--- config.mk ---
export PLATFORM = sky130hd
export DESIGN_NAME = outlier_rejecting_adc_filter
export DESIGN_NICKNAME = d
export VERILOG_FILES = /design/src/hw/rtl/orf_pkg.sv /design/src/hw/rtl/orf_ctrl.sv /design/src/hw/rtl/orf_datapath.sv /design/src/hw/rtl/outlier_rejecting_adc_filter.sv
export SDC_FILE = /design/constraint.sdc
export NUM_CORES = 2
export LEC_CHECK = 0
export BUFFER_PORTS_ARGS = -buffer_cell sky130_fd_sc_hd__buf_2
export CAP_MARGIN = 20
export CORE_ASPECT_RATIO = 0.9
export CORE_MARGIN = 10
export CORE_UTILIZATION = 60
export DETAILED_ROUTE_END_ITERATION = 12
export PLACE_DENSITY_LB_ADDON = 0.2
export RECOVER_POWER = 50
export SETUP_SLACK_MARGIN = 0.1
export SLEW_MARGIN = 5
export SYNTH_ARGS = -nofsm -noshare
export SYNTH_HDL_FRONTEND = slang
export SYNTH_HIERARCHICAL = 1
export SYNTH_SLANG_ARGS = --single-unit
--- constraint.sdc ---
create_clock -name clk_i -period 15.7 [get_ports clk_i]
set_input_delay 0.785 -clock clk_i [delete_from_list [all_inputs] [get_ports clk_i]]
set_output_delay 0.785 -clock clk_i [all_outputs]
set_load 0.02 [all_outputs]
--- src/hw/rtl/orf_pkg.sv ---
// Package for the outlier-rejecting ADC filter: shared widths, controller
// states and the controller/datapath command and status structs.
// No dependencies.
package orf_pkg;

  localparam int unsigned SampleW = 12;
  localparam int unsigned Burst = 8;
  localparam int unsigned BurstShift = 3;
  localparam int unsigned SumW = 15;
  localparam int unsigned SqW = 27;
  localparam int unsigned RootW = SqW + 2;
  localparam int unsigned StoreW = 14;
  localparam int unsigned AxisW = 2;
  localparam int unsigned CntW = 4;
  localparam logic [StoreW-1:0] SmoothReset = 14'd2048;

  typedef enum logic [2:0] {
    ST_IDLE,
    ST_SQ,
    ST_SQRT,
    ST_CLIP,
    ST_DIV,
    ST_SMOOTH,
    ST_OUT
  } state_e;

  typedef struct packed {
    logic load;
    logic sq_step;
    logic sqrt_init;
    logic sqrt_step;
    logic clip;
    logic div_init;
    logic div_step;
    logic smooth;
  } cmd_t;

  typedef struct packed {
    logic sq_done;
    logic sqrt_done;
    logic div_done;
  } status_t;

endpackage

--- src/hw/rtl/orf_ctrl.sv ---
// Controller state machine of the outlier-rejecting ADC filter.
// Depends on orf_pkg.
module orf_ctrl (
  input  logic             clk_i,
  input  logic             rst_ni,
  input  logic             in_valid_i,
  output logic             in_stall_o,
  output logic             out_valid_o,
  input  logic             out_stall_i,
  input  orf_pkg::status_t status_i,
  output orf_pkg::cmd_t    cmd_o
);

  orf_pkg::state_e state_q, state_d;

  always_ff @(posedge clk_i or negedge rst_ni) begin
    if (!rst_ni) begin
      state_q <= orf_pkg::ST_IDLE;
    end else begin
      state_q <= state_d;
    end
  end

  always_comb begin
    state_d = state_q;
    unique case (state_q)
      orf_pkg::ST_IDLE:   if (in_valid_i) state_d = orf_pkg::ST_SQ;
      orf_pkg::ST_SQ:     if (status_i.sq_done) state_d = orf_pkg::ST_SQRT;
      orf_pkg::ST_SQRT:   if (status_i.sqrt_done) state_d = orf_pkg::ST_CLIP;
      orf_pkg::ST_CLIP:   state_d = orf_pkg::ST_DIV;
      orf_pkg::ST_DIV:    if (status_i.div_done) state_d = orf_pkg::ST_SMOOTH;
      orf_pkg::ST_SMOOTH: state_d = orf_pkg::ST_OUT;
      orf_pkg::ST_OUT: begin
        if (!out_stall_i) begin
          state_d = in_valid_i ? orf_pkg::ST_SQ : orf_pkg::ST_IDLE;
        end
      end
      default:            state_d = orf_pkg::ST_IDLE;
    endcase
  end

  always_comb begin
    cmd_o = '0;
    in_stall_o = 1'b1;
    out_valid_o = 1'b0;
    unique case (state_q)
      orf_pkg::ST_IDLE: begin
        in_stall_o = 1'b0;
        cmd_o.load = in_valid_i;
      end
      orf_pkg::ST_SQ: begin
        cmd_o.sq_step = 1'b1;
        cmd_o.sqrt_init = status_i.sq_done;
      end
      orf_pkg::ST_SQRT:   cmd_o.sqrt_step = !status_i.sqrt_done;
      orf_pkg::ST_CLIP: begin
        cmd_o.clip = 1'b1;
      end
      orf_pkg::ST_DIV: begin
        cmd_o.div_step = 1'b1;
      end
      orf_pkg::ST_SMOOTH: cmd_o.smooth = 1'b1;
      orf_pkg::ST_OUT: begin
        out_valid_o = 1'b1;
        in_stall_o = out_stall_i;
        cmd_o.load = in_valid_i && !out_stall_i;
      end
      default: ;
    endcase
    cmd_o.div_init = cmd_o.clip;
  end

  assert property (@(posedge clk_i) disable iff (!rst_ni)
    out_valid_o && out_stall_i |=> out_valid_o)
    else $error("result dropped while stalled");
  assert property (@(posedge clk_i) disable iff (!rst_ni)
    cmd_o.load |-> !in_stall_o && in_valid_i)
    else $error("load without transfer");
  assert property (@(posedge clk_i) disable iff (!rst_ni)
    cmd_o.load |=> state_q == orf_pkg::ST_SQ)
    else $error("load did not start work");

endmodule

--- src/hw/rtl/orf_datapath.sv ---
// Datapath of the outlier-rejecting ADC filter: sums, squared deviations,
// bit-pair square root, restoring divider and per-axis smoother store.
// Depends on orf_pkg.
module orf_datapath #(
  parameter int unsigned AXES = 4
) (
  input  logic                               clk_i,
  input  logic                               rst_ni,
  input  orf_pkg::cmd_t                      cmd_i,
  output orf_pkg::status_t                   status_o,
  input  logic [orf_pkg::AxisW-1:0]          axis_i,
  input  logic [orf_pkg::Burst-1:0][orf_pkg::SampleW-1:0] samples_i,
  output logic [orf_pkg::AxisW-1:0]          axis_out_o,
  output logic [orf_pkg::StoreW-1:0]         smoothed_value_o,
  output logic [orf_pkg::SampleW-1:0]        clipped_mean_o
);

  localparam int unsigned SW = orf_pkg::SampleW;
  localparam int unsigned IdxW = orf_pkg::BurstShift;
  localparam int unsigned SelW = $clog2(AXES > 1 ? AXES : 2);

  logic [orf_pkg::Burst-1:0][SW-1:0] s_q;
  logic [orf_pkg::AxisW-1:0] axis_q;
  logic [SW-1:0] mean_q;
  logic [orf_pkg::SqW-1:0] sq_q, rem_q;
  logic [IdxW-1:0] idx_q;
  logic [orf_pkg::RootW-1:0] root_q, bit_q;
  logic [orf_pkg::SumW-1:0] kept_q, dvd_q;
  logic [orf_pkg::CntW-1:0] cnt_q, dcnt_q;
  logic [SW-1:0] quo_q;
  logic [orf_pkg::StoreW-1:0] smooth_q;
  logic [AXES-1:0][orf_pkg::StoreW-1:0] store_q;

  logic [orf_pkg::SumW-1:0] sum_w;
  logic [SW-1:0] dev_w;
  logic [2*SW-1:0] dsq_w;
  logic [orf_pkg::Burst-1:0] keep_w;
  logic [orf_pkg::SumW-1:0] kept_w;
  logic [orf_pkg::CntW-1:0] cnt_w;
  logic [orf_pkg::RootW-1:0] rtrial_w;
  logic [orf_pkg::StoreW-1:0] old_w;
  logic [orf_pkg::StoreW:0] inc_w;
  logic [orf_pkg::StoreW-1:0] new_w;
  logic [SelW-1:0] sel_w;
  logic axis_ok_w;

  always_comb begin
    sum_w = '0;
    for (int i = 0; i < orf_pkg::Burst; i++) begin
      sum_w = sum_w + orf_pkg::SumW'(samples_i[i]);
    end
  end

  assign dev_w = (s_q[idx_q] >= mean_q) ? s_q[idx_q] - mean_q : mean_q - s_q[idx_q];
  assign dsq_w = dev_w * dev_w;
  assign rtrial_w = root_q + bit_q;

  always_comb begin
    kept_w = '0;
    cnt_w = '0;
    for (int i = 0; i < orf_pkg::Burst; i++) begin
      logic [SW-1:0] d;
      d = (s_q[i] >= mean_q) ? s_q[i] - mean_q : mean_q - s_q[i];
      keep_w[i] = orf_pkg::RootW'(d) <= root_q;
      if (keep_w[i]) begin
        kept_w = kept_w + orf_pkg::SumW'(s_q[i]);
        cnt_w = cnt_w + 1'b1;
      end
    end
  end

  assign axis_ok_w = 32'(axis_q) < AXES;
  assign sel_w = SelW'(axis_q);
  assign old_w = axis_ok_w ? store_q[sel_w] : '0;
  assign inc_w = {1'b0, old_w} + (orf_pkg::StoreW+1)'(2);
  assign new_w = old_w - orf_pkg::StoreW'(inc_w >> 2) + orf_pkg::StoreW'(quo_q);

  always_ff @(posedge clk_i) begin
    if (cmd_i.load) begin
      s_q <= samples_i;
      axis_q <= axis_i;
      mean_q <= SW'(sum_w >> orf_pkg::BurstShift);
      sq_q <= '0;
      idx_q <= '0;
    end
    if (cmd_i.sq_step) begin
      sq_q <= sq_q + orf_pkg::SqW'(dsq_w);
      idx_q <= idx_q + 1'b1;
    end
    if (cmd_i.sqrt_init) begin
      rem_q <= sq_q + orf_pkg::SqW'(dsq_w);
      root_q <= '0;
      bit_q <= orf_pkg::RootW'(1) << 26;
    end
    if (cmd_i.sqrt_step) begin
      if (orf_pkg::RootW'(rem_q) >= rtrial_w) begin
        rem_q <= orf_pkg::SqW'(orf_pkg::RootW'(rem_q) - rtrial_w);
        root_q <= (root_q >> 1) + bit_q;
      end else begin
        root_q <= root_q >> 1;
      end
      bit_q <= bit_q >> 2;
    end
    if (cmd_i.div_init) begin
      kept_q <= kept_w;
      cnt_q <= cnt_w;
      dcnt_q <= orf_pkg::CntW'(orf_pkg::SumW - 1);
      dvd_q <= '0;
      quo_q <= '0;
    end
    if (cmd_i.div_step) begin
      if ({dvd_q[orf_pkg::SumW-2:0], kept_q[dcnt_q]} >= orf_pkg::SumW'(cnt_q)) begin
        dvd_q <= {dvd_q[orf_pkg::SumW-2:0], kept_q[dcnt_q]} - orf_pkg::SumW'(cnt_q);
        quo_q <= {quo_q[SW-2:0], 1'b1};
      end else begin
        dvd_q <= {dvd_q[orf_pkg::SumW-2:0], kept_q[dcnt_q]};
        quo_q <= {quo_q[SW-2:0], 1'b0};
      end
      dcnt_q <= dcnt_q - 1'b1;
    end
    if (cmd_i.smooth) begin
      smooth_q <= axis_ok_w ? new_w : '0;
    end
  end

  always_ff @(posedge clk_i or negedge rst_ni) begin
    if (!rst_ni) begin
      store_q <= {AXES{orf_pkg::SmoothReset}};
    end else if (cmd_i.smooth && axis_ok_w) begin
      store_q[sel_w] <= new_w;
    end
  end

  assign status_o.sq_done = idx_q == '1;
  assign status_o.sqrt_done = bit_q == '0;
  assign status_o.div_done = dcnt_q == '0;
  assign axis_out_o = axis_q;
  assign smoothed_value_o = smooth_q;
  assign clipped_mean_o = quo_q;

endmodule

--- src/hw/rtl/outlier_rejecting_adc_filter.sv ---
// Top level of the outlier-rejecting ADC filter: controller plus datapath.
// Depends on orf_pkg, orf_ctrl and orf_datapath.
// One burst at a time: the burst is loaded at its transfer, then come the
// squared deviations (one 12x12 multiplier), the square root steps, the
// clip, the divider steps, the smoother update and the output state; the
// next burst is taken in the cycle its predecessor's result transfers.
module outlier_rejecting_adc_filter #(
  parameter int unsigned AXES = 4
) (
  input  logic        clk_i,
  input  logic        rst_ni,
  input  logic        in_valid_i,
  output logic        in_stall_o,
  input  logic [1:0]  axis_i,
  input  logic [11:0] sample_0_i,
  input  logic [11:0] sample_1_i,
  input  logic [11:0] sample_2_i,
  input  logic [11:0] sample_3_i,
  input  logic [11:0] sample_4_i,
  input  logic [11:0] sample_5_i,
  input  logic [11:0] sample_6_i,
  input  logic [11:0] sample_7_i,
  output logic        out_valid_o,
  input  logic        out_stall_i,
  output logic [1:0]  axis_out_o,
  output logic [13:0] smoothed_value_o,
  output logic [11:0] clipped_mean_o
);

  orf_pkg::cmd_t cmd;
  orf_pkg::status_t status;

  orf_ctrl u_ctrl (
    .clk_i, .rst_ni, .in_valid_i, .in_stall_o, .out_valid_o, .out_stall_i,
    .status_i(status), .cmd_o(cmd)
  );

  orf_datapath #(.AXES(AXES)) u_dp (
    .clk_i, .rst_ni, .cmd_i(cmd), .status_o(status), .axis_i,
    .samples_i({sample_7_i, sample_6_i, sample_5_i, sample_4_i,
                sample_3_i, sample_2_i, sample_1_i, sample_0_i}),
    .axis_out_o, .smoothed_value_o, .clipped_mean_o
  );

endmodule
==> flow_metrics.tcl <==
set metrics [dict create \
    drt_drc_violations_left 0 \
    fillCellCount 5507 \
    endpoint_kind "flop" \
    initial_core_util_pct 60.48 \
    crit_type "flop to flop" \
    antenna_found_initial 6 \
    grt_pass1_wl_mm 180.7 \
    core-area_um2 65480 \
    io_pins 132 \
    finalHoldViolCount 0 \
    maxSlewViolCount 176 \
    hold_ws_ns 0.3873 \
    final_net_count 5179 \
    finalSetupViolations 0 \
    gp_congestion 1.006 \
    htree_levels 2 \
    grt.busiest_layer "met2" \
    worst_setup_path_start_kind "flop" \
    rows 89 \
    violations "capacitance limit, slew limit" \
    use_met3_pct 5.060 \
    grt_overflow 0 \
    avgSynthCellArea_um2 9.485 \
    hold_path.class "primary input to flop" \
    status "finished, violations left" \
    die_h_um 263.7 \
    tightest_slew_ns 3.201 \
    crit_slowest_cell "edfxtp_1" \
    met1_usage_pct 39.84 \
    dp_hpwl_mm 93.43 \
    cpPeakStageDelay_ns 0.64 \
    wl_per_cell_um 22.55 \
    track_usage_pct 29.88 \
    cpMostUsedCell "ha_1" \
    crit_fanout 16 \
    cts.sinks 332 \
    period_minus_slack_ns 14.59 \
    slew_headroom_pct -113.4 \
    die_w_um 290.8 \
    synthToLayoutAreaGrowth_pct 7.589 \
    rsz0062_at_grt "no" \
    skew_ns 0.02788 \
    cap_violations 5 \
    period_share_pct 92.91 \
    min_from "axis_i[0]" \
    root_buffer "clkbuf_16" \
    drive_above_1_share_pct 7.432 \
    post_cts_buffers 0 \
    via_count 32060 \
    syn_nets 5037 \
    via_per_inst 6.149 \
    drtPass1Iterations 6 \
    cp.arrival_ns 14.88 \
    yosysWarnings 6 \
    multi_input_area_um2 28070 \
    cts_inserted_buffers 39 \
    grt_max_degree 86 \
    crit_required_ns 16.00 \
    rr_startpoint "u_dp/mean_q[2]" \
    fmax_mhz 68.55 \
    io_buffers 131 \
    use_met2_pct 47.06 \
    syn_area_um2 39600 \
    crit_start "u_dp/mean_q[2]" \
    clock_latency_ns 0.58 \
    drt_wl_total_mm 117.6 \
    die_area_um2 76690 \
    clkSlewWorstSetupHoldPaths_ns 0.06 \
    synthCells 4175 \
    grt_pass1_vias 31570 \
    drt_iter0_drc 2835 \
    seqCellArea_um2 9409 \
    ant_nets 0 \
    fin_tns_setup_ns 0 \
    cts_tree "done" \
    cts_buffer_depth 3 \
]
-- state kept, by name, summed over array words and instances, names as in the netlist --
register	cells
u_ctrl/state_q	3
u_dp/root_q	29
u_dp/dcnt_q	4
u_dp/mean_q	12
u_dp/idx_q	3
u_dp/smoothed_value_o	14
u_dp/axis_out_o	2
u_dp/rem_q	27
u_dp/clipped_mean_o	12
u_dp/store_q	56
u_dp/kept_q	15
u_dp/dvd_q	14
u_dp/bit_q	14
u_dp/cnt_q	4
u_dp/s_q	96
u_dp/sq_q	27
-- placed cells by master (no fill, tap or decap), drive strengths merged, types with 10 or more instances in the layout --
cell type and instances:
a211o 14, a211oi 40, a21boi 32, a21o 180, a21oi 217, a31o 19
a31oi 38, and2 78, and3 19, buf 76, clkbuf 179, dfrtp 55
dfxtp 27, edfxtp 246, fa 208, ha 552, inv 466, mux2 65
mux2i 129, mux4 41, nand2 256, nand2b 39, nand3 62, nand3b 16
nand4 43, nor2 262, nor2b 57, nor3 49, nor4 20, o211ai 14
o21a 52, o21ai 248, o21bai 51, o221ai 10, o31ai 15, or2 28
or3 21, xnor2 192, xor2 110
-- worst paths after layout --
kind | end | slack, ns | cells after the start
min reg2reg | u_dp/store_q[45] | 0.48 | 2
max | u_dp/kept_q[14] | 1.11 | 72
min in group asynchronous | u_dp/store_q[16] | 1.38 | 2
max in group asynchronous | u_dp/store_q[10] | 12.53 | 2
max reg2reg | u_dp/kept_q[14] | 1.11 | 72
min | u_dp/axis_out_o[0] | 0.39 | 1
-- cell type report --
type                    count  area share [%]
multi-input cells        3280           65.87
flip-flops and latches    332           22.08
inverters                 462           4.070
clock buffers              53           2.655
well taps                 864           2.537
repair buffers            202           2.373
clock inverters            17          0.3818
diodes                      4         0.02349
-- critical path: cells and delay by family, from the launching register on --
kind	cells	cell delay [ns]
XOR/XNOR	6	0.95
adder cells (fa/ha/maj)	10	3.12
multiplexers	5	1.11
buffers and inverters	5	0.99
flip-flops	1	0.64
AND/OR/NAND/NOR	16	2.34
AO/OA/AOI/OAI	30	5.13
-- repair_timing --
| action | 4_1_cts | 5_1_grt |
|---|---|---|
| endpoints found under the hold margin | 0 | 0 |
| endpoints found under the setup margin | 0 | 1 |
| hold buffers | 0 | 0 |
| gates resized for setup | 0 | 1 |
-- through the flow --
step	setup slack (ns)	instance area (um2)	util, %	instances
after floorplan	1.672	39600	-	4175
after global placement	1.463	41460	63.32	5137
after detailed placement	1.229	41470	63.34	5138
after CTS	1.176	42760	65.31	5208
after global routing	0.1518	42590	65.05	5210
final	1.113	42600	65.07	5214
-- metal layers --
| layer | part of all wire, % | vias up |
|---|---|---|
| li1 | - | 15080 |
| met1 | 42 | 15420 |
| met2 | 44 | 1309 |
| met3 | 9.1 | 253 |
| met4 | 5.4 | 0 |
| met5 | 0 | - |
Power is left out: the tool's default activity adds up to more than one toggle a clock period on the data nets, which glitch-free logic cannot reach.
